<file path="config.mk">
export PLATFORM = sky130hd
export DESIGN_NAME = ccm_front
export DESIGN_NICKNAME = d
export VERILOG_FILES = /design/src/rtl/ccm_pkg.sv /design/src/rtl/ccm_front.sv
export SDC_FILE = /design/constraint.sdc
export NUM_CORES = 1
export LEC_CHECK = 0
export ABC_AREA = 0
export BUFFER_PORTS_ARGS = -buffer_cell sky130_fd_sc_hd__buf_2
export CAP_MARGIN = 10
export CORE_ASPECT_RATIO = 1.1
export CORE_MARGIN = 8
export CORE_UTILIZATION = 45
export DETAILED_ROUTE_END_ITERATION = 7
export PLACE_DENSITY = 0.7
export SYNTH_ARGS = -nofsm -noshare
export SYNTH_HDL_FRONTEND = slang
export SYNTH_SLANG_ARGS = --single-unit
</file>
<file path="constraint.sdc">
create_clock -name aclk -period 7.5 [get_ports aclk]
set_input_delay 1.5 -clock aclk [delete_from_list [all_inputs] [get_ports aclk]]
set_output_delay 1.5 -clock aclk [all_outputs]
set_load 0.01 [all_outputs]
</file>
<file path="src/rtl/ccm_pkg.sv">
// ----------------------------------------------------------------------------
// ccm_pkg: shared types, constants and AES byte functions
// Holds the S-box, GF(2^8) helpers, verdict codes and the command queue entry.
// ----------------------------------------------------------------------------
package ccm_pkg;

    localparam logic [2:0] VERDICT_BAD_TAG = 3'd0;
    localparam logic [2:0] VERDICT_REPLAY  = 3'd1;
    localparam logic [2:0] VERDICT_UNLOCK  = 3'd2;
    localparam logic [2:0] VERDICT_LOCK    = 3'd3;
    localparam logic [2:0] VERDICT_UNKNOWN = 3'd4;

    localparam logic [7:0] ACT_UNLOCK = 8'h01;
    localparam logic [7:0] ACT_LOCK   = 8'h02;

    localparam logic [7:0] B0_FLAGS = 8'h09;
    localparam logic [7:0] A0_FLAGS = 8'h01;
    localparam logic [7:0] MSG_LEN  = 8'h07;

    localparam logic CFG_KEY_HIGH = 1'b0;
    localparam logic CFG_KEY_LOW  = 1'b1;

    // Packet as it travels from the input side to the crypto side
    typedef struct packed {
        logic [15:0] sender_id;
        logic [31:0] sequence_req;
        logic [7:0]  action_code;
        logic [31:0] tag;
    } pkt_t;

    // Finished MAC comparison handed to the replay check
    typedef struct packed {
        logic [15:0] sender_id;
        logic [31:0] sequence_req;
        logic [7:0]  action_code;
        logic        tag_ok;
    } chk_t;

    typedef enum logic [1:0] {
        ENG_IDLE,
        ENG_B0,
        ENG_MSG,
        ENG_A0
    } eng_state_t;

    function automatic logic [7:0] sbox(input logic [7:0] a);
        logic [7:0] r;
        unique case (a)
            8'h00: r=8'h63; 8'h01: r=8'h7c; 8'h02: r=8'h77; 8'h03: r=8'h7b;
            8'h04: r=8'hf2; 8'h05: r=8'h6b; 8'h06: r=8'h6f; 8'h07: r=8'hc5;
            8'h08: r=8'h30; 8'h09: r=8'h01; 8'h0a: r=8'h67; 8'h0b: r=8'h2b;
            8'h0c: r=8'hfe; 8'h0d: r=8'hd7; 8'h0e: r=8'hab; 8'h0f: r=8'h76;
            8'h10: r=8'hca; 8'h11: r=8'h82; 8'h12: r=8'hc9; 8'h13: r=8'h7d;
            8'h14: r=8'hfa; 8'h15: r=8'h59; 8'h16: r=8'h47; 8'h17: r=8'hf0;
            8'h18: r=8'had; 8'h19: r=8'hd4; 8'h1a: r=8'ha2; 8'h1b: r=8'haf;
            8'h1c: r=8'h9c; 8'h1d: r=8'ha4; 8'h1e: r=8'h72; 8'h1f: r=8'hc0;
            8'h20: r=8'hb7; 8'h21: r=8'hfd; 8'h22: r=8'h93; 8'h23: r=8'h26;
            8'h24: r=8'h36; 8'h25: r=8'h3f; 8'h26: r=8'hf7; 8'h27: r=8'hcc;
            8'h28: r=8'h34; 8'h29: r=8'ha5; 8'h2a: r=8'he5; 8'h2b: r=8'hf1;
            8'h2c: r=8'h71; 8'h2d: r=8'hd8; 8'h2e: r=8'h31; 8'h2f: r=8'h15;
            8'h30: r=8'h04; 8'h31: r=8'hc7; 8'h32: r=8'h23; 8'h33: r=8'hc3;
            8'h34: r=8'h18; 8'h35: r=8'h96; 8'h36: r=8'h05; 8'h37: r=8'h9a;
            8'h38: r=8'h07; 8'h39: r=8'h12; 8'h3a: r=8'h80; 8'h3b: r=8'he2;
            8'h3c: r=8'heb; 8'h3d: r=8'h27; 8'h3e: r=8'hb2; 8'h3f: r=8'h75;
            8'h40: r=8'h09; 8'h41: r=8'h83; 8'h42: r=8'h2c; 8'h43: r=8'h1a;
            8'h44: r=8'h1b; 8'h45: r=8'h6e; 8'h46: r=8'h5a; 8'h47: r=8'ha0;
            8'h48: r=8'h52; 8'h49: r=8'h3b; 8'h4a: r=8'hd6; 8'h4b: r=8'hb3;
            8'h4c: r=8'h29; 8'h4d: r=8'he3; 8'h4e: r=8'h2f; 8'h4f: r=8'h84;
            8'h50: r=8'h53; 8'h51: r=8'hd1; 8'h52: r=8'h00; 8'h53: r=8'hed;
            8'h54: r=8'h20; 8'h55: r=8'hfc; 8'h56: r=8'hb1; 8'h57: r=8'h5b;
            8'h58: r=8'h6a; 8'h59: r=8'hcb; 8'h5a: r=8'hbe; 8'h5b: r=8'h39;
            8'h5c: r=8'h4a; 8'h5d: r=8'h4c; 8'h5e: r=8'h58; 8'h5f: r=8'hcf;
            8'h60: r=8'hd0; 8'h61: r=8'hef; 8'h62: r=8'haa; 8'h63: r=8'hfb;
            8'h64: r=8'h43; 8'h65: r=8'h4d; 8'h66: r=8'h33; 8'h67: r=8'h85;
            8'h68: r=8'h45; 8'h69: r=8'hf9; 8'h6a: r=8'h02; 8'h6b: r=8'h7f;
            8'h6c: r=8'h50; 8'h6d: r=8'h3c; 8'h6e: r=8'h9f; 8'h6f: r=8'ha8;
            8'h70: r=8'h51; 8'h71: r=8'ha3; 8'h72: r=8'h40; 8'h73: r=8'h8f;
            8'h74: r=8'h92; 8'h75: r=8'h9d; 8'h76: r=8'h38; 8'h77: r=8'hf5;
            8'h78: r=8'hbc; 8'h79: r=8'hb6; 8'h7a: r=8'hda; 8'h7b: r=8'h21;
            8'h7c: r=8'h10; 8'h7d: r=8'hff; 8'h7e: r=8'hf3; 8'h7f: r=8'hd2;
            8'h80: r=8'hcd; 8'h81: r=8'h0c; 8'h82: r=8'h13; 8'h83: r=8'hec;
            8'h84: r=8'h5f; 8'h85: r=8'h97; 8'h86: r=8'h44; 8'h87: r=8'h17;
            8'h88: r=8'hc4; 8'h89: r=8'ha7; 8'h8a: r=8'h7e; 8'h8b: r=8'h3d;
            8'h8c: r=8'h64; 8'h8d: r=8'h5d; 8'h8e: r=8'h19; 8'h8f: r=8'h73;
            8'h90: r=8'h60; 8'h91: r=8'h81; 8'h92: r=8'h4f; 8'h93: r=8'hdc;
            8'h94: r=8'h22; 8'h95: r=8'h2a; 8'h96: r=8'h90; 8'h97: r=8'h88;
            8'h98: r=8'h46; 8'h99: r=8'hee; 8'h9a: r=8'hb8; 8'h9b: r=8'h14;
            8'h9c: r=8'hde; 8'h9d: r=8'h5e; 8'h9e: r=8'h0b; 8'h9f: r=8'hdb;
            8'ha0: r=8'he0; 8'ha1: r=8'h32; 8'ha2: r=8'h3a; 8'ha3: r=8'h0a;
            8'ha4: r=8'h49; 8'ha5: r=8'h06; 8'ha6: r=8'h24; 8'ha7: r=8'h5c;
            8'ha8: r=8'hc2; 8'ha9: r=8'hd3; 8'haa: r=8'hac; 8'hab: r=8'h62;
            8'hac: r=8'h91; 8'had: r=8'h95; 8'hae: r=8'he4; 8'haf: r=8'h79;
            8'hb0: r=8'he7; 8'hb1: r=8'hc8; 8'hb2: r=8'h37; 8'hb3: r=8'h6d;
            8'hb4: r=8'h8d; 8'hb5: r=8'hd5; 8'hb6: r=8'h4e; 8'hb7: r=8'ha9;
            8'hb8: r=8'h6c; 8'hb9: r=8'h56; 8'hba: r=8'hf4; 8'hbb: r=8'hea;
            8'hbc: r=8'h65; 8'hbd: r=8'h7a; 8'hbe: r=8'hae; 8'hbf: r=8'h08;
            8'hc0: r=8'hba; 8'hc1: r=8'h78; 8'hc2: r=8'h25; 8'hc3: r=8'h2e;
            8'hc4: r=8'h1c; 8'hc5: r=8'ha6; 8'hc6: r=8'hb4; 8'hc7: r=8'hc6;
            8'hc8: r=8'he8; 8'hc9: r=8'hdd; 8'hca: r=8'h74; 8'hcb: r=8'h1f;
            8'hcc: r=8'h4b; 8'hcd: r=8'hbd; 8'hce: r=8'h8b; 8'hcf: r=8'h8a;
            8'hd0: r=8'h70; 8'hd1: r=8'h3e; 8'hd2: r=8'hb5; 8'hd3: r=8'h66;
            8'hd4: r=8'h48; 8'hd5: r=8'h03; 8'hd6: r=8'hf6; 8'hd7: r=8'h0e;
            8'hd8: r=8'h61; 8'hd9: r=8'h35; 8'hda: r=8'h57; 8'hdb: r=8'hb9;
            8'hdc: r=8'h86; 8'hdd: r=8'hc1; 8'hde: r=8'h1d; 8'hdf: r=8'h9e;
            8'he0: r=8'he1; 8'he1: r=8'hf8; 8'he2: r=8'h98; 8'he3: r=8'h11;
            8'he4: r=8'h69; 8'he5: r=8'hd9; 8'he6: r=8'h8e; 8'he7: r=8'h94;
            8'he8: r=8'h9b; 8'he9: r=8'h1e; 8'hea: r=8'h87; 8'heb: r=8'he9;
            8'hec: r=8'hce; 8'hed: r=8'h55; 8'hee: r=8'h28; 8'hef: r=8'hdf;
            8'hf0: r=8'h8c; 8'hf1: r=8'ha1; 8'hf2: r=8'h89; 8'hf3: r=8'h0d;
            8'hf4: r=8'hbf; 8'hf5: r=8'he6; 8'hf6: r=8'h42; 8'hf7: r=8'h68;
            8'hf8: r=8'h41; 8'hf9: r=8'h99; 8'hfa: r=8'h2d; 8'hfb: r=8'h0f;
            8'hfc: r=8'hb0; 8'hfd: r=8'h54; 8'hfe: r=8'hbb; 8'hff: r=8'h16;
            default: r=8'h00;
        endcase
        return r;
    endfunction

    function automatic logic [7:0] xtime(input logic [7:0] v);
        return {v[6:0], 1'b0} ^ (v[7] ? 8'h1b : 8'h00);
    endfunction

    // Byte i of a 128-bit block sits in bits [127-8i -: 8]
    function automatic logic [7:0] blk_byte(input logic [127:0] b, input int i);
        return b[127 - 8*i -: 8];
    endfunction

    // One AES round without the key add; last drops MixColumns
    function automatic logic [127:0] aes_round(input logic [127:0] s, input logic last);
        logic [7:0] t [16];
        logic [7:0] a0, a1, a2, a3, al;
        logic [127:0] o;
        for (int c = 0; c < 4; c++) begin
            for (int i = 0; i < 4; i++) begin
                t[c*4+i] = sbox(blk_byte(s, ((c + i) % 4) * 4 + i));
            end
        end
        if (!last) begin
            for (int c = 0; c < 4; c++) begin
                a0 = t[c*4]; a1 = t[c*4+1]; a2 = t[c*4+2]; a3 = t[c*4+3];
                al = a0 ^ a1 ^ a2 ^ a3;
                t[c*4]   = a0 ^ al ^ xtime(a0 ^ a1);
                t[c*4+1] = a1 ^ al ^ xtime(a1 ^ a2);
                t[c*4+2] = a2 ^ al ^ xtime(a2 ^ a3);
                t[c*4+3] = a3 ^ al ^ xtime(a3 ^ a0);
            end
        end
        for (int i = 0; i < 16; i++) begin
            o[127 - 8*i -: 8] = t[i];
        end
        return o;
    endfunction

    // Next round key from the previous one and its round constant
    function automatic logic [127:0] key_step(input logic [127:0] k, input logic [7:0] rc);
        logic [31:0] w0, w1, w2, w3, tw;
        w0 = k[127:96]; w1 = k[95:64]; w2 = k[63:32]; w3 = k[31:0];
        tw = {sbox(w3[23:16]) ^ rc, sbox(w3[15:8]), sbox(w3[7:0]), sbox(w3[31:24])};
        w0 = w0 ^ tw;
        w1 = w1 ^ w0;
        w2 = w2 ^ w1;
        w3 = w3 ^ w2;
        return {w0, w1, w2, w3};
    endfunction

endpackage

</file>
<file path="src/rtl/ccm_front.sv">
// ----------------------------------------------------------------------------
// ccm_front: input register and two-entry packet queue
// Takes packets from the stream and holds them until the engine is free.
// ----------------------------------------------------------------------------
module ccm_front import ccm_pkg::*; (
    input  logic aclk,
    input  logic aresetn,
    input  logic in_valid,
    output logic in_ready,
    input  pkt_t in_pkt,
    output logic q_valid,
    input  logic q_ready,
    output pkt_t q_pkt
);
    pkt_t       mem_reg [2];
    logic       wptr_reg, rptr_reg;
    logic [1:0] cnt_reg;
    logic       push, pop;

    assign in_ready = (cnt_reg != 2'd2);
    assign q_valid  = (cnt_reg != 2'd0);
    assign q_pkt    = mem_reg[rptr_reg];
    assign push     = in_valid && in_ready;
    assign pop      = q_valid && q_ready;

    always_ff @(posedge aclk) begin
        if (push) begin
            mem_reg[wptr_reg] <= in_pkt;
        end
    end

    always_ff @(posedge aclk) begin
        if (!aresetn) begin
            wptr_reg <= 1'b0;
            rptr_reg <= 1'b0;
            cnt_reg  <= 2'd0;
        end else begin
            if (push) wptr_reg <= ~wptr_reg;
            if (pop)  rptr_reg <= ~rptr_reg;
            cnt_reg <= cnt_reg + {1'b0, push} - {1'b0, pop};
        end
    end

`ifndef SYNTHESIS
    a_no_overflow: assert property (@(posedge aclk) disable iff (!aresetn)
        cnt_reg == 2'd2 |-> !push) else $error("queue overflow");
    a_no_underflow: assert property (@(posedge aclk) disable iff (!aresetn)
        cnt_reg == 2'd0 |-> !pop) else $error("queue underflow");
    a_cnt_range: assert property (@(posedge aclk) disable iff (!aresetn)
        cnt_reg != 2'd3) else $error("queue count out of range");
`endif
endmodule

</file>
==> results.sh <==
export IMPL_p_sw_uw=747.7
export IMPL_p_sw_frac=0.2652
export IMPL_finalCoreUtilization=0.5781
export IMPL_dr_wl_met2_mm=6.492
export IMPL_layout_worst_path_cycle_share=0.5264
export IMPL_leakagePower_nw=3.153
export IMPL_synth_cell_types=18
export IMPL_path_clk_slew_ns=0.07
export IMPL_wl_per_cell_um=18.15
export IMPL_antenna_found_initial=0
export IMPL_hold_viol=0
export IMPL_clock_latency_ns=0.42
export IMPL_die_area_sq_um=18950
export IMPL_hold_class="reg -> reg"
export IMPL_fmax_ghz=0.2533
export IMPL_path_buf_inv=2
export IMPL_fin_crit_ns=3.948
export IMPL_fin_ws_ns=3.552
export IMPL_htreeDepth=4
export IMPL_rsz0062_at_grt="no"
export IMPL_tns_ns=0
export IMPL_rows=46
export IMPL_top_layer="met4"
export IMPL_critical_path_arrival_ns=2.45
export IMPL_ctsHoldBuffers=0
export IMPL_drt_vias_per_instance=4.872
export IMPL_drv_slew=0
export IMPL_overflow=0
export IMPL_io_buffer_count=181
export IMPL_r2r_end="mem_reg[0][70]"
export IMPL_critPathMaxStageDelay_ns=0.71
export IMPL_io_pins=182
export IMPL_status="complete, no violations"
export IMPL_critPathLaunchType="flop"
export IMPL_maxCapViolCount=0
export IMPL_pre_cts_ws_ns=3.822
export IMPL_syn_area_per_cell_sq_um=22.35
export IMPL_instances_no_fill=696
export IMPL_synth_fp_nets=392
export IMPL_place_inst=664
export IMPL_p_total_mw=2.819
export IMPL_peakVddDrop_mv=0.1899
export IMPL_min_from="wptr_reg"
export IMPL_nets=585
export IMPL_cts_resized=0
export IMPL_worst_pin_slew_ns=0.8629
export IMPL_cts_root_buf="clkbuf_16"
export IMPL_endpoint_kind="primary output"
export IMPL_core_area_sq_um=14450
export IMPL_cts_tree="done"
export IMPL_largest_reg_flops=176
export IMPL_crit_required_ns=6.00
export IMPL_ff2ff_path_depth=4
export IMPL_synth_area_sq_um=6660
export IMPL_timing_rr_start="cnt_reg[0]"
export IMPL_hold_depth=2
export IMPL_fillers=1130
export IMPL_diodes=0
export IMPL_drive_above_1_share=0.6111
export IMPL_wirelength_mm=12.63
export IMPL_grt_pass1_vias=3806
export IMPL_path_class="reg -> out"
export IMPL_finalSetupViolCount=0
export IMPL_yosysWarnings=0
export IMPL_initial_core_util=0.4610
export IMPL_wl_met1_mm=4.920
export IMPL_yosysSeqAreaShare=0.8086
export IMPL_hpwlAfterDp_mm=8.541
export IMPL_synth_seq_cells=181
export IMPL_crit_slowest_cell="buf_4"
export IMPL_routabilityCongestion=0.6820
export IMPL_numCtsBuffers=17
export IMPL_relSlewSlack=0.4233
export IMPL_track_usage=0.1350
export IMPL_clockPowerShare=0.305
export IMPL_cts_path_max_buffers=2
export IMPL_grt_pass1_wl_mm=19.58
export IMPL_vias=3391
export IMPL_ff2ff_setup_slack_ns=4.93
export IMPL_grt_max_degree=60
export IMPL_post_cts_buffers=0
export IMPL_syn_to_final_growth_pct=25.40
export IMPL_p_per_area_nw_per_um2=337.5
export IMPL_antenna_left=0
export IMPL_cp_top_family="buffers and inverters"
export IMPL_crit_chain="buf_4, mux2_2, buf_2"
export IMPL_die_x_um=132.0
export IMPL_drtPass1Iterations=4
export IMPL_wl_met3_mm=1.003
export IMPL_syn_inst=298
export IMPL_cts_sinks=181
export IMPL_comb_power_share=0.224
export IMPL_drc=0
export IMPL_hold_end="wptr_reg"
export IMPL_p_seq_frac=0.471
export IMPL_clock_skew_ns=0.009012
export IMPL_cp_max_fo=51
export IMPL_die_y_um=143.6
export IMPL_intPower_mw=2.071
export IMPL_drtIter0Drc=199
## worst max-delay path by stage
stage                endpoint  slack [ns]  cells past startpoint
3_3_place_gp   mem_reg[0][81]        3.87                      4
3_5_place_dp    mem_reg[0][2]        3.82                      4
2_1_floorplan   mem_reg[0][0]        1.70                      2
6_report            q_pkt[11]        3.55                      3
4_1_cts             q_pkt[11]        3.48                      3
5_1_grt             q_pkt[11]        3.40                      3
## stage by stage
| step | area (sq um) | hold WS [ns] |
|---|---|---|
| after floorplan | 6660 | 0.4549 |
| after CTS | 8352 | 0.5301 |
| after global placement | 7770 | 0.5066 |
| after global routing | 8352 | 0.5714 |
| final | 8352 | 0.5295 |
| after detailed placement | 7770 | 0.5166 |
## cell type report
class | count | area, sq um | area share
clock buffer | 17 | 425.4 | 0.05094
multi-input combinational | 106 | 1209 | 0.1447
sequential | 181 | 5389 | 0.6452
inverter | 1 | 3.754 | 0.0004494
clock inverter | 15 | 156.4 | 0.01873
timing repair buffer | 184 | 928.4 | 0.1112
tap | 192 | 240.2 | 0.02876
## power groups by stage
stage               Sequential, mW  Clock (mW)  Combinational, mW
floorplan                     1.33           0              0.436
global placement              1.34           0              0.643
detailed placement            1.35           0              0.649
CTS                           1.33       0.884              0.652
global route                  1.34       0.916              0.687
finish                        1.33       0.859              0.632
## tightest hold or removal path, stage by stage, from the launching register on
cell     delay [ns]
dfxtp_1        0.35
nand2_1        0.07
mux2i_1        0.06
## cell usage after synthesis
cell type / count / share of area
edfxtp_1: 176 / 0.79
mux2_2: 68 / 0.11
mux2_4: 20 / 0.045
buf_2: 6 / 0.0045
dfxtp_1: 5 / 0.015
buf_6: 4 / 0.0068
xnor2_1: 3 / 0.0039
and2_1: 2 / 0.0019
ha_1: 2 / 0.0038
nand2_1: 2 / 0.0011
nand2b_1: 2 / 0.0019
nor2b_1: 2 / 0.0019
and3_1: 1 / 0.00094
inv_1: 1 / 0.00056
mux2i_1: 1 / 0.0015
nor2_1: 1 / 0.00056
o21a_1: 1 / 0.0011
or2_2: 1 / 0.00094
## cells in the final DEF (no fill, tap or decap)
cell type | synthesis | final
or2_2 | 1 | 1
inv_1 | 1 | 1
ha_1 | 2 | 2
and3_4 | 0 | 1
clkbuf_16 | 0 | 17
clkinvlp_4 | 0 | 2
mux2_4 | 20 | 20
clkinv_4 | 0 | 5
xnor2_1 | 3 | 3
nand2_1 | 2 | 2
buf_4 | 0 | 3
dfxtp_1 | 5 | 4
edfxtp_1 | 176 | 176
dfxtp_4 | 0 | 1
nor2_4 | 0 | 1
mux2i_1 | 1 | 1
bufinv_16 | 0 | 2
buf_2 | 6 | 181
nor2b_1 | 2 | 2
clkinv_2 | 0 | 4
and2_1 | 2 | 2
o21a_1 | 1 | 1
inv_6 | 0 | 2
nand2b_1 | 2 | 2
mux2_2 | 68 | 68
## per-layer routing
layer,track usage,vias to the layer above
li1,-,1564
met1,0.1376,1685
met2,0.2360,122
met3,0.06145,20
met4,0.05808,0
met5,0,-
## logic make-up after synthesis
group	Yosys count	share of synthesized area
AO/OA/AOI/OAI	1	0.001128
XOR/XNOR	3	0.003946
adder cells (fa/ha/maj)	2	0.003757
buffers and inverters	11	0.01183
flip-flops	181	0.8086
multiplexers	89	0.1616
AND/OR/NAND/NOR	11	0.009206
(Power assumes the default switching activity.)
