**src/rtl/ccm_pkg.sv**
```systemverilog
// ----------------------------------------------------------------------------
// ccm_pkg: shared types, constants and AES byte functions
// Holds the S-box, GF(2^8) helpers, verdict codes and the command queue entry.
// ----------------------------------------------------------------------------
package ccm_pkg;

    localparam logic [2:0] VERDICT_BAD_TAG = 3'd0;
    localparam logic [2:0] VERDICT_REPLAY  = 3'd1;
    localparam logic [2:0] VERDICT_UNLOCK  = 3'd2;
    localparam logic [2:0] VERDICT_LOCK    = 3'd3;
    localparam logic [2:0] VERDICT_UNKNOWN = 3'd4;

    localparam logic [7:0] ACT_UNLOCK = 8'h01;
    localparam logic [7:0] ACT_LOCK   = 8'h02;

    localparam logic [7:0] B0_FLAGS = 8'h09;
    localparam logic [7:0] A0_FLAGS = 8'h01;
    localparam logic [7:0] MSG_LEN  = 8'h07;

    localparam logic CFG_KEY_HIGH = 1'b0;
    localparam logic CFG_KEY_LOW  = 1'b1;

    // Packet as it travels from the input side to the crypto side
    typedef struct packed {
        logic [15:0] sender_id;
        logic [31:0] sequence_req;
        logic [7:0]  action_code;
        logic [31:0] tag;
    } pkt_t;

    // Finished MAC comparison handed to the replay check
    typedef struct packed {
        logic [15:0] sender_id;
        logic [31:0] sequence_req;
        logic [7:0]  action_code;
        logic        tag_ok;
    } chk_t;

    typedef enum logic [1:0] {
        ENG_IDLE,
        ENG_B0,
        ENG_MSG,
        ENG_A0
    } eng_state_t;

    function automatic logic [7:0] sbox(input logic [7:0] a);
        logic [7:0] r;
        unique case (a)
            8'h00: r=8'h63; 8'h01: r=8'h7c; 8'h02: r=8'h77; 8'h03: r=8'h7b;
            8'h04: r=8'hf2; 8'h05: r=8'h6b; 8'h06: r=8'h6f; 8'h07: r=8'hc5;
            8'h08: r=8'h30; 8'h09: r=8'h01; 8'h0a: r=8'h67; 8'h0b: r=8'h2b;
            8'h0c: r=8'hfe; 8'h0d: r=8'hd7; 8'h0e: r=8'hab; 8'h0f: r=8'h76;
            8'h10: r=8'hca; 8'h11: r=8'h82; 8'h12: r=8'hc9; 8'h13: r=8'h7d;
            8'h14: r=8'hfa; 8'h15: r=8'h59; 8'h16: r=8'h47; 8'h17: r=8'hf0;
            8'h18: r=8'had; 8'h19: r=8'hd4; 8'h1a: r=8'ha2; 8'h1b: r=8'haf;
            8'h1c: r=8'h9c; 8'h1d: r=8'ha4; 8'h1e: r=8'h72; 8'h1f: r=8'hc0;
            8'h20: r=8'hb7; 8'h21: r=8'hfd; 8'h22: r=8'h93; 8'h23: r=8'h26;
            8'h24: r=8'h36; 8'h25: r=8'h3f; 8'h26: r=8'hf7; 8'h27: r=8'hcc;
            8'h28: r=8'h34; 8'h29: r=8'ha5; 8'h2a: r=8'he5; 8'h2b: r=8'hf1;
            8'h2c: r=8'h71; 8'h2d: r=8'hd8; 8'h2e: r=8'h31; 8'h2f: r=8'h15;
            8'h30: r=8'h04; 8'h31: r=8'hc7; 8'h32: r=8'h23; 8'h33: r=8'hc3;
            8'h34: r=8'h18; 8'h35: r=8'h96; 8'h36: r=8'h05; 8'h37: r=8'h9a;
            8'h38: r=8'h07; 8'h39: r=8'h12; 8'h3a: r=8'h80; 8'h3b: r=8'he2;
            8'h3c: r=8'heb; 8'h3d: r=8'h27; 8'h3e: r=8'hb2; 8'h3f: r=8'h75;
            8'h40: r=8'h09; 8'h41: r=8'h83; 8'h42: r=8'h2c; 8'h43: r=8'h1a;
            8'h44: r=8'h1b; 8'h45: r=8'h6e; 8'h46: r=8'h5a; 8'h47: r=8'ha0;
            8'h48: r=8'h52; 8'h49: r=8'h3b; 8'h4a: r=8'hd6; 8'h4b: r=8'hb3;
            8'h4c: r=8'h29; 8'h4d: r=8'he3; 8'h4e: r=8'h2f; 8'h4f: r=8'h84;
            8'h50: r=8'h53; 8'h51: r=8'hd1; 8'h52: r=8'h00; 8'h53: r=8'hed;
            8'h54: r=8'h20; 8'h55: r=8'hfc; 8'h56: r=8'hb1; 8'h57: r=8'h5b;
            8'h58: r=8'h6a; 8'h59: r=8'hcb; 8'h5a: r=8'hbe; 8'h5b: r=8'h39;
            8'h5c: r=8'h4a; 8'h5d: r=8'h4c; 8'h5e: r=8'h58; 8'h5f: r=8'hcf;
            8'h60: r=8'hd0; 8'h61: r=8'hef; 8'h62: r=8'haa; 8'h63: r=8'hfb;
            8'h64: r=8'h43; 8'h65: r=8'h4d; 8'h66: r=8'h33; 8'h67: r=8'h85;
            8'h68: r=8'h45; 8'h69: r=8'hf9; 8'h6a: r=8'h02; 8'h6b: r=8'h7f;
            8'h6c: r=8'h50; 8'h6d: r=8'h3c; 8'h6e: r=8'h9f; 8'h6f: r=8'ha8;
            8'h70: r=8'h51; 8'h71: r=8'ha3; 8'h72: r=8'h40; 8'h73: r=8'h8f;
            8'h74: r=8'h92; 8'h75: r=8'h9d; 8'h76: r=8'h38; 8'h77: r=8'hf5;
            8'h78: r=8'hbc; 8'h79: r=8'hb6; 8'h7a: r=8'hda; 8'h7b: r=8'h21;
            8'h7c: r=8'h10; 8'h7d: r=8'hff; 8'h7e: r=8'hf3; 8'h7f: r=8'hd2;
            8'h80: r=8'hcd; 8'h81: r=8'h0c; 8'h82: r=8'h13; 8'h83: r=8'hec;
            8'h84: r=8'h5f; 8'h85: r=8'h97; 8'h86: r=8'h44; 8'h87: r=8'h17;
            8'h88: r=8'hc4; 8'h89: r=8'ha7; 8'h8a: r=8'h7e; 8'h8b: r=8'h3d;
            8'h8c: r=8'h64; 8'h8d: r=8'h5d; 8'h8e: r=8'h19; 8'h8f: r=8'h73;
            8'h90: r=8'h60; 8'h91: r=8'h81; 8'h92: r=8'h4f; 8'h93: r=8'hdc;
            8'h94: r=8'h22; 8'h95: r=8'h2a; 8'h96: r=8'h90; 8'h97: r=8'h88;
            8'h98: r=8'h46; 8'h99: r=8'hee; 8'h9a: r=8'hb8; 8'h9b: r=8'h14;
            8'h9c: r=8'hde; 8'h9d: r=8'h5e; 8'h9e: r=8'h0b; 8'h9f: r=8'hdb;
            8'ha0: r=8'he0; 8'ha1: r=8'h32; 8'ha2: r=8'h3a; 8'ha3: r=8'h0a;
            8'ha4: r=8'h49; 8'ha5: r=8'h06; 8'ha6: r=8'h24; 8'ha7: r=8'h5c;
            8'ha8: r=8'hc2; 8'ha9: r=8'hd3; 8'haa: r=8'hac; 8'hab: r=8'h62;
            8'hac: r=8'h91; 8'had: r=8'h95; 8'hae: r=8'he4; 8'haf: r=8'h79;
            8'hb0: r=8'he7; 8'hb1: r=8'hc8; 8'hb2: r=8'h37; 8'hb3: r=8'h6d;
            8'hb4: r=8'h8d; 8'hb5: r=8'hd5; 8'hb6: r=8'h4e; 8'hb7: r=8'ha9;
            8'hb8: r=8'h6c; 8'hb9: r=8'h56; 8'hba: r=8'hf4; 8'hbb: r=8'hea;
            8'hbc: r=8'h65; 8'hbd: r=8'h7a; 8'hbe: r=8'hae; 8'hbf: r=8'h08;
            8'hc0: r=8'hba; 8'hc1: r=8'h78; 8'hc2: r=8'h25; 8'hc3: r=8'h2e;
            8'hc4: r=8'h1c; 8'hc5: r=8'ha6; 8'hc6: r=8'hb4; 8'hc7: r=8'hc6;
            8'hc8: r=8'he8; 8'hc9: r=8'hdd; 8'hca: r=8'h74; 8'hcb: r=8'h1f;
            8'hcc: r=8'h4b; 8'hcd: r=8'hbd; 8'hce: r=8'h8b; 8'hcf: r=8'h8a;
            8'hd0: r=8'h70; 8'hd1: r=8'h3e; 8'hd2: r=8'hb5; 8'hd3: r=8'h66;
            8'hd4: r=8'h48; 8'hd5: r=8'h03; 8'hd6: r=8'hf6; 8'hd7: r=8'h0e;
            8'hd8: r=8'h61; 8'hd9: r=8'h35; 8'hda: r=8'h57; 8'hdb: r=8'hb9;
            8'hdc: r=8'h86; 8'hdd: r=8'hc1; 8'hde: r=8'h1d; 8'hdf: r=8'h9e;
            8'he0: r=8'he1; 8'he1: r=8'hf8; 8'he2: r=8'h98; 8'he3: r=8'h11;
            8'he4: r=8'h69; 8'he5: r=8'hd9; 8'he6: r=8'h8e; 8'he7: r=8'h94;
            8'he8: r=8'h9b; 8'he9: r=8'h1e; 8'hea: r=8'h87; 8'heb: r=8'he9;
            8'hec: r=8'hce; 8'hed: r=8'h55; 8'hee: r=8'h28; 8'hef: r=8'hdf;
            8'hf0: r=8'h8c; 8'hf1: r=8'ha1; 8'hf2: r=8'h89; 8'hf3: r=8'h0d;
            8'hf4: r=8'hbf; 8'hf5: r=8'he6; 8'hf6: r=8'h42; 8'hf7: r=8'h68;
            8'hf8: r=8'h41; 8'hf9: r=8'h99; 8'hfa: r=8'h2d; 8'hfb: r=8'h0f;
            8'hfc: r=8'hb0; 8'hfd: r=8'h54; 8'hfe: r=8'hbb; 8'hff: r=8'h16;
            default: r=8'h00;
        endcase
        return r;
    endfunction

    function automatic logic [7:0] xtime(input logic [7:0] v);
        return {v[6:0], 1'b0} ^ (v[7] ? 8'h1b : 8'h00);
    endfunction

    // Byte i of a 128-bit block sits in bits [127-8i -: 8]
    function automatic logic [7:0] blk_byte(input logic [127:0] b, input int i);
        return b[127 - 8*i -: 8];
    endfunction

    // One AES round without the key add; last drops MixColumns
    function automatic logic [127:0] aes_round(input logic [127:0] s, input logic last);
        logic [7:0] t [16];
        logic [7:0] a0, a1, a2, a3, al;
        logic [127:0] o;
        for (int c = 0; c < 4; c++) begin
            for (int i = 0; i < 4; i++) begin
                t[c*4+i] = sbox(blk_byte(s, ((c + i) % 4) * 4 + i));
            end
        end
        if (!last) begin
            for (int c = 0; c < 4; c++) begin
                a0 = t[c*4]; a1 = t[c*4+1]; a2 = t[c*4+2]; a3 = t[c*4+3];
                al = a0 ^ a1 ^ a2 ^ a3;
                t[c*4]   = a0 ^ al ^ xtime(a0 ^ a1);
                t[c*4+1] = a1 ^ al ^ xtime(a1 ^ a2);
                t[c*4+2] = a2 ^ al ^ xtime(a2 ^ a3);
                t[c*4+3] = a3 ^ al ^ xtime(a3 ^ a0);
            end
        end
        for (int i = 0; i < 16; i++) begin
            o[127 - 8*i -: 8] = t[i];
        end
        return o;
    endfunction

    // Next round key from the previous one and its round constant
    function automatic logic [127:0] key_step(input logic [127:0] k, input logic [7:0] rc);
        logic [31:0] w0, w1, w2, w3, tw;
        w0 = k[127:96]; w1 = k[95:64]; w2 = k[63:32]; w3 = k[31:0];
        tw = {sbox(w3[23:16]) ^ rc, sbox(w3[15:8]), sbox(w3[7:0]), sbox(w3[31:24])};
        w0 = w0 ^ tw;
        w1 = w1 ^ w0;
        w2 = w2 ^ w1;
        w3 = w3 ^ w2;
        return {w0, w1, w2, w3};
    endfunction

endpackage

```
**src/rtl/ccm_back.sv**
```systemverilog
// ----------------------------------------------------------------------------
// ccm_back: replay check, state update and output register
// ----------------------------------------------------------------------------
module ccm_back import ccm_pkg::*; (
    input  logic       aclk,
    input  logic       aresetn,
    input  logic       c_valid,
    output logic       c_ready,
    input  chk_t       c_data,
    output logic       m_valid,
    input  logic       m_ready,
    output logic [2:0] m_verdict,
    output logic       m_fire
);
    logic [15:0] last_sender_reg;
    logic [31:0] last_sequence_reg;
    logic        m_valid_reg;
    logic [2:0]  verdict_reg, verdict_next;
    logic        fire_reg, fire_next;
    logic [31:0] last;
    logic        take;

    assign c_ready   = !m_valid_reg || m_ready;
    assign take      = c_valid && c_ready;
    assign m_valid   = m_valid_reg;
    assign m_verdict = verdict_reg;
    assign m_fire    = fire_reg;

    always_comb begin
        last = (c_data.sender_id == last_sender_reg) ? last_sequence_reg : 32'd0;
        fire_next = 1'b0;
        priority if (!c_data.tag_ok) begin
            verdict_next = VERDICT_BAD_TAG;
        end else if (c_data.sequence_req <= last) begin
            verdict_next = VERDICT_REPLAY;
        end else if (c_data.action_code == ACT_UNLOCK) begin
            verdict_next = VERDICT_UNLOCK;
            fire_next    = 1'b1;
        end else if (c_data.action_code == ACT_LOCK) begin
            verdict_next = VERDICT_LOCK;
            fire_next    = 1'b1;
        end else begin
            verdict_next = VERDICT_UNKNOWN;
        end
    end

    always_ff @(posedge aclk) begin
        if (take) begin
            verdict_reg <= verdict_next;
            fire_reg    <= fire_next;
        end
    end

    always_ff @(posedge aclk) begin
        if (!aresetn) begin
            m_valid_reg       <= 1'b0;
            last_sender_reg   <= 16'd0;
            last_sequence_reg <= 32'd0;
        end else begin
            if (take) m_valid_reg <= 1'b1;
            else if (m_ready) m_valid_reg <= 1'b0;
            if (take && fire_next) begin
                last_sender_reg   <= c_data.sender_id;
                last_sequence_reg <= c_data.sequence_req;
            end
        end
    end

`ifndef SYNTHESIS
    a_fire_verdict: assert property (@(posedge aclk) disable iff (!aresetn)
        m_valid_reg && fire_reg |-> verdict_reg == VERDICT_UNLOCK || verdict_reg == VERDICT_LOCK)
        else $error("fire without unlock or lock");
    a_state_update: assert property (@(posedge aclk) disable iff (!aresetn)
        take && fire_next |=> last_sequence_reg == $past(c_data.sequence_req))
        else $error("state not updated");
    a_state_hold: assert property (@(posedge aclk) disable iff (!aresetn)
        !(take && fire_next) |=> $stable(last_sequence_reg) && $stable(last_sender_reg))
        else $error("state changed without fire");
`endif
endmodule

```
**config.mk**
```make
export PLATFORM = sky130hd
export DESIGN_NAME = ccm_back
export DESIGN_NICKNAME = d
export VERILOG_FILES = /design/src/rtl/ccm_pkg.sv /design/src/rtl/ccm_back.sv
export SDC_FILE = /design/constraint.sdc
export NUM_CORES = 1
export LEC_CHECK = 0
export ABC_AREA = 1
export BUFFER_PORTS_ARGS = -buffer_cell sky130_fd_sc_hd__buf_2
export CORE_MARGIN = 1.5
export CORE_UTILIZATION = 50
export DETAILED_ROUTE_END_ITERATION = 12
export GPL_ROUTABILITY_DRIVEN = 0
export PLACE_DENSITY = 0.74
export RECOVER_POWER = 50
export SLEW_MARGIN = 40
export SYNTH_ARGS = -nofsm -noshare
export SYNTH_HDL_FRONTEND = slang
export SYNTH_SLANG_ARGS = --single-unit
```
**constraint.sdc**
```tcl
create_clock -name aclk -period 4.4 [get_ports aclk]
set_clock_uncertainty 0.05 [all_clocks]
set_input_delay 0.66 -clock aclk [delete_from_list [all_inputs] [get_ports aclk]]
set_output_delay 0.66 -clock aclk [all_outputs]
set_load 0.01 [all_outputs]
```
==> parameters.txt, run 1 <==
Parameter                              Value

Critical path
  R2r endpoint    last_sender_reg[11]
  Worst Setup Path Type    input pin to flop
  Bufs and invs on worst path    5
  Type of element capturing the critical path    flop
  Beginning of the critical path    c_data[43]
  Chain of cells forming the critical path    buf_2, inv_1, or2_2, nand3_1, a2111oi_0, nand2_1, inv_1, buf_4, nand2_1, ha_1, nand2_1, nor3_1, nand2_1, nand2_1, nand2_1, nand2_1, nand3_2, nor2_4, buf_12, nand3_1, nand2_1, nor2_1
  CP max FO    37
  Worst-path cell with the longest stage delay    sky130_fd_sc_hd__a2111oi_0
  CP max stage delay    0.37 ns
  Cell depth of the worst setup path    22
  R2R depth    20
  CP most frequent cell    sky130_fd_sc_hd__nand2_1
  Data required time at the worst endpoint    4.55 ns
  Reg-to-reg critical path startpoint    last_sender_reg[3]
  Arrival time at the worst endpoint    4.04 ns
  Type of origin of the critical path    input pin
  Slack of the worst reg-to-reg path    0.64 ns
  Crit-path leading delay family    simple AND/OR/NAND/NOR gates
  Critical path endpoint    last_sender_reg[11]

CTS
  PostCTS Resize Cnt    0
  Clk Tree Root Cell    sky130_fd_sc_hd__clkbuf_8
  Clock Latency Late Sink    0.30 ns
  Total setup buffers inserted after CTS    0
  Clock-pin slew of the registers on the worst-case setup and hold paths    0.09 ns
  Maximum clock path buffer count    2
  Number of buffers inserted during clock tree synthesis    5
  TritonCTS Sinks    53
  Number of hold buffers added after cts    0
  CTS tree    done
  H-tree levels    2

Pwr
  Static leakage power    1.796 nW
  Peak supply drop    0.1892 mV
  Relative contribution of sequential cells to total power    54.2%
  Clock network power share    31.1%
  Part of the total power dissipated in combinational logic    14.7%
  Total power per unit cell area    237.7 mW/mm^2
  Fraction of power spent switching nets    25.67%
  Power Internal    0.0006724 W
  Sw power    0.0002322 W

Placement
  Quantity of I/O buffers inserted on ports    66
  Setup WS pre-CTS    0.1993 ns
  Post-DP HPWL    5211 um
  Total cell area at the placement stage    0.003727 sq mm

Detailed routing
  Length of the first detailed-routing pass in iterations    8
  Drt drc    12
  WL per Instance    11.12 um
  Vias after detailed routing    3111
  Post-detailed-route count of antenna-violating nets    0
  Aggregate routed wire length    7053 um
  Post-DR vias/cell    4.907
  DRC violation total after the first TritonRoute iteration    133

Yosys
  Synth Net Count    593
  Count of synthesis-stage warnings from yosys    0
  Synth Register Bits    53
  Cells after Synth    500
  Post-synthesis sequential area ratio    32.88%
  Post-synthesis cell type count    33
  Post-synthesis average cell area    6.696 sq um
  Post-Synthesis Cell Area    0.003348 sq mm

Die
  Total die area    0.007196 sq mm
  Effective utilization at floorplan    52.13%
  Area of the core    0.006422 sq mm
  Io pins    67
  Number of placement rows    29
  Die Y    84.83 um
  Die width    84.83 um

Global route
  Via count of the first global-routing pass    2860
  Maximum number of pins on one net before global-route repair    50
  Global-route wire length before repair    12120 um
  Initial antenna violation count    0
  Total Routing Usage GR    20.32%
  Global route overflow    0

Cells and area
  Share of final-layout standard cells stronger than drive strength 1    14.36%
  Post-layout util    59.26%
  Antenna diode count    0
  Finished layout cell area    0.003806 sq mm
  Number of nets in the finished design    649
  Flip-flop count of the largest register, all copies and words added    32
  Relative area change from synthesis to final layout    13.68%

Outcome
  Violations in the final reports    design-rule violations
  Result of the run    complete, but fails checks

STA
  Pins Over Slew Limit    0
  Remaining max-slew budget at the tightest pin    18.92%
  Post-Route Setup TNS    0 ns
  Setup repair after global routing missed its margin    no
  Crit share post-route    88.36%
  Maximum achievable frequency    0.2572 GHz
  Post-route setup slack    0.5122 ns
  Total setup violations reported at the end of the flow    0
  Final Hold Fails    0
  Final period demand of the worst path    3.888 ns
  Measured slew at the worst slew-check pin    1.216 ns

Min path
  Worst hold-check path type    flop to flop

Run
  Max_cap viols    0
## power groups by stage
stage	combinational, W	sequential, W	clock (W)
floorplan	0.0000763	0.000503	0
global placement	0.000131	0.000501	0
detailed placement	0.000134	0.000501	0
CTS	0.000135	0.000490	0.000289
global route	0.000152	0.000491	0.000308
finish	0.000133	0.000490	0.000282
## area by class of cell
class                           instances  area, sq um
Multi-Input combinational cell        363         1911
Clock buffer                            8        90.09
Inverter                               61        229.0
Fill cell                             625         2616
Sequential cell                        53         1101
Timing Repair Buffer                   72        379.1
Tap cell                               77        96.34
## worst min path at each step
stage / from / endpoint / slack (ns) / cells after the start
floorplan: last_sequence_reg[14] / last_sequence_reg[14] / 0.40 / 2
global placement: last_sequence_reg[16] / last_sequence_reg[16] / 0.41 / 2
detailed placement: last_sequence_reg[25] / last_sequence_reg[25] / 0.42 / 2
CTS: last_sequence_reg[2] / last_sequence_reg[2] / 0.44 / 2
global route: last_sequence_reg[14] / last_sequence_reg[14] / 0.46 / 2
finish: last_sequence_reg[9] / last_sequence_reg[9] / 0.44 / 2
## cell families after synthesis
family	after synthesis	synth area share [%]
xor+xnor	14	3.662
compound gates	24	4.186
fa+ha+maj	32	11.96
flops	53	32.89
buf+inv	84	10.39
simple gates	293	36.92
## per-stage QoR
| stage | std cells | power, W | hold slack (ns) |
|---|---|---|---|
| 2_1_floorplan | 500 | 0.0005791 | 0.4044 |
| 3_3_place_gp | 626 | 0.0006319 | 0.4117 |
| 3_5_place_dp | 626 | 0.0006356 | 0.4213 |
| 4_1_cts | 634 | 0.0009142 | 0.4401 |
| 5_1_grt | 634 | 0.0009506 | 0.4647 |
| 6_report | 634 | 0.0009046 | 0.4389 |
## per-layer routing
| layer | global-route usage [%] | part of all wire [%] | vias up |
|---|---|---|---|
| li1 | - | - | 1668 |
| met1 | 25.96 | 49 | 1376 |
| met2 | 35.85 | 46 | 63 |
| met3 | 3.599 | 4.4 | 4 |
| met4 | 4.620 | 0.85 | 0 |
| met5 | 0 | 0 | - |
## synth_stat cells, drive strengths merged
cell	number	area, sq um
nand4	6	37.54
o21a	2	15.01
nand3	52	265.3
buf	16	92.58
nor3	3	25.02
a21boi	1	7.510
or2	1	6.260
and3	1	6.260
nor2	108	407.9
edfxtp	4	120.1
nor4	2	33.78
a2111oi	1	8.760
dfxtp	49	980.9
a211oi	1	7.510
a21oi	15	78.83
nand2	119	446.7
inv	61	229.0
ha	32	400.4
xor2	1	8.760
a21o	1	7.510
clkbuf	7	26.28
o21ai	3	15.01
nand3b	1	7.510
xnor2	13	113.9
## worst reg2reg max path, delay by kind of cell (launching register included)
kind                     cells  cell delay, ns
flip-flops                   1            0.33
adder cells (fa/ha/maj)      1            0.28
AO/OA/AOI/OAI                1            0.37
AND/OR/NAND/NOR             14            1.75
buffers and inverters        3            0.71
XOR/XNOR                     1            0.16
## placed cells by master, fill, tap and decap left out, types with 2 or more instances in the layout
master and count:
sky130_fd_sc_hd__buf_4 5, sky130_fd_sc_hd__a21oi_1 14, sky130_fd_sc_hd__ha_1 32, sky130_fd_sc_hd__nand3_1 51
sky130_fd_sc_hd__o21ai_0 3, sky130_fd_sc_hd__nand4_1 6, sky130_fd_sc_hd__nor2_1 107, sky130_fd_sc_hd__dfxtp_1 49
sky130_fd_sc_hd__inv_1 60, sky130_fd_sc_hd__clkbuf_8 6, sky130_fd_sc_hd__clkbuf_1 9, sky130_fd_sc_hd__xnor2_1 13
sky130_fd_sc_hd__edfxtp_1 4, sky130_fd_sc_hd__nand2_1 119, sky130_fd_sc_hd__buf_2 59, sky130_fd_sc_hd__o21a_1 2
Power figures use the tool's default switching activity.
==> run 2, diff against run 1 <==
- CTS_CLUSTER_DIAMETER: not set -> 30
- MAX_ROUTING_LAYER: not set -> met4
==> parameters.txt, run 2 (synthesized netlist as in run 1, its figures left out) <==
Parameter                              Value

Detailed routing
  DRC violation total after the first TritonRoute iteration    149
  Vias after detailed routing    3111
  Length of the first detailed-routing pass in iterations    11
  Aggregate routed wire length    7059 um
  Post-detailed-route count of antenna-violating nets    0
  Drt drc    6
  Post-DR vias/cell    4.907
  WL per Instance    11.13 um

Pwr
  Clock network power share    31.2%
  Part of the total power dissipated in combinational logic    14.7%
  Power Total    0.0009049 W
  Static leakage power    1.796 nW
  Power Internal    0.0006724 W
  Peak supply drop    0.1892 mV
  Sw power    0.0002325 W
  Relative contribution of sequential cells to total power    54.2%
  Total power per unit cell area    237.8 mW/mm^2
  Fraction of power spent switching nets    25.69%

STA
  Maximum achievable frequency    0.2574 GHz
  Measured slew at the worst slew-check pin    1.208 ns
  Final period demand of the worst path    3.885 ns
  Post-Route Setup TNS    0 ns
  Setup repair after global routing missed its margin    no
  Crit share post-route    88.31%
  Pins Over Slew Limit    0
  Post-route setup slack    0.5145 ns
  Remaining max-slew budget at the tightest pin    19.49%
  Total setup violations reported at the end of the flow    0
  Final Hold Slack    0.4389 ns
  Final Hold Fails    0

Critical path
  Slack of the worst reg-to-reg path    0.65 ns
  CP max FO    37
  R2R depth    20
  Arrival time at the worst endpoint    4.03 ns
  Type of element capturing the critical path    flop
  Reg-to-reg critical path startpoint    last_sender_reg[3]
  Type of origin of the critical path    input pin
  Worst Setup Path Type    input pin to flop
  R2r endpoint    last_sender_reg[11]
  Data required time at the worst endpoint    4.55 ns

Min path
  Worst hold path startpoint    last_sequence_reg[9]
  Worst hold-check path type    flop to flop
  Worst hold path stage count    2
  Destination of the worst hold path    last_sequence_reg[9]

Global route
  Met1 capacity usage during global routing    25.96%
  Total Routing Usage GR    20.93%
  Most used routing layer    met2
  M3 GR Usage    3.599%
  Maximum number of pins on one net before global-route repair    50
  Global-route wire length before repair    12120 um
  Via count of the first global-routing pass    2860
  Initial antenna violation count    0
  Global route overflow    0
  Global-route met2 utilization    35.85%

Cells and area
  Share of final-layout standard cells stronger than drive strength 1    14.36%
  Relative area change from synthesis to final layout    13.68%
  Flip-flop count of the largest register, all copies and words added    32
  Antenna diode count    0
  Fill count    625
  Area taken by multi-input logic gates    0.001911 sq mm
  Post-layout util    59.26%
  Area of all sequential standard cells    0.001101 sq mm
  Leading cell types in the layout, fill and taps excluded    119 x sky130_fd_sc_hd__nand2_1, 107 x sky130_fd_sc_hd__nor2_1, 60 x sky130_fd_sc_hd__inv_1
  Most frequent standard cell in the layout excluding fill and tap cells    sky130_fd_sc_hd__nand2_1
  Number of nets in the finished design    649

Die
  Area of the core    0.006422 sq mm
  Total die area    0.007196 sq mm
  Number of placement rows    29
  Effective utilization at floorplan    52.13%
  Io pins    67
  Die width    84.83 um
  Die Y    84.83 um

CTS
  Clock Latency Late Sink    0.30 ns
  Total setup buffers inserted after CTS    0
  H-tree levels    2
  Number of hold buffers added after cts    0
  TritonCTS Sinks    53
  PostCTS Resize Cnt    0
  Number of buffers inserted during clock tree synthesis    5
  Clock-pin slew of the registers on the worst-case setup and hold paths    0.09 ns
  Maximum clock path buffer count    2
  CTS tree    done
  Clk Tree Root Cell    sky130_fd_sc_hd__clkbuf_8

Placement
  Quantity of I/O buffers inserted on ports    66
  Setup WS pre-CTS    0.1993 ns
  Post-DP HPWL    5211 um

Run
  Max_cap viols    0

Outcome
  Result of the run    complete, but fails checks
  Violations in the final reports    design-rule violations
-- run 2: metal layers --
layer / share of wire (%) / vias to the layer above
li1: - / 1668
met1: 49 / 1376
met4: 0.85 / 0
met3: 4.4 / 4
met2: 46 / 63
met5: 0 / -
-- run 2: worst max-delay path: stages --
cell	delay [ns]
sky130_fd_sc_hd__buf_2	0.10
sky130_fd_sc_hd__inv_1	0.07
sky130_fd_sc_hd__or2_2	0.10
sky130_fd_sc_hd__nand3_1	0.06
sky130_fd_sc_hd__a2111oi_0	0.37
sky130_fd_sc_hd__nand2_1	0.13
sky130_fd_sc_hd__inv_1	0.24
sky130_fd_sc_hd__buf_4	0.22
sky130_fd_sc_hd__nand2_1	0.07
sky130_fd_sc_hd__ha_1	0.28
sky130_fd_sc_hd__nand2_1	0.08
sky130_fd_sc_hd__nor3_1	0.37
sky130_fd_sc_hd__nand2_1	0.09
sky130_fd_sc_hd__nand2_1	0.07
sky130_fd_sc_hd__nand2_1	0.05
sky130_fd_sc_hd__nand2_1	0.09
sky130_fd_sc_hd__nand3_2	0.14
sky130_fd_sc_hd__nor2_4	0.31
sky130_fd_sc_hd__buf_12	0.24
sky130_fd_sc_hd__nand3_1	0.10
sky130_fd_sc_hd__nand2_1	0.10
sky130_fd_sc_hd__nor2_1	0.04
-- run 2: area by class of cell --
type	instances	area share, %
flip-flops and latches	53	28.93
multi-input cells	363	50.20
repair buffers	72	9.961
clock buffers	8	2.367
inverters	61	6.016
well taps	77	2.531
-- run 2: how the worst max path moves through the flow --
| stage | from | endpoint | depth (start not counted) |
|---|---|---|---|
| 6_report | c_data[43] | last_sender_reg[11] | 22 |
| 5_1_grt | c_data[44] | last_sender_reg[4] | 21 |
| 4_1_cts | c_data[44] | last_sender_reg[11] | 21 |
| 3_5_place_dp | c_data[44] | last_sender_reg[11] | 21 |
| 3_3_place_gp | c_data[44] | last_sequence_reg[0] | 21 |
| 2_1_floorplan | c_data[43] | last_sequence_reg[15] | 22 |
-- run 2: per-stage QoR --
step           std cells  cell area (sq um)
2_1_floorplan        500               3348
3_3_place_gp         626               3725
3_5_place_dp         626               3727
4_1_cts              634               3817
5_1_grt              634               3806
6_report             634               3806
-- run 2: power groups by stage --
stage	clock, W	combinational [W]	sequential [W]
floorplan	0	0.0000763	0.000503
global placement	0	0.000131	0.000501
detailed placement	0	0.000134	0.000501
CTS	0.000289	0.000135	0.000490
global route	0.000308	0.000152	0.000491
finish	0.000282	0.000133	0.000490
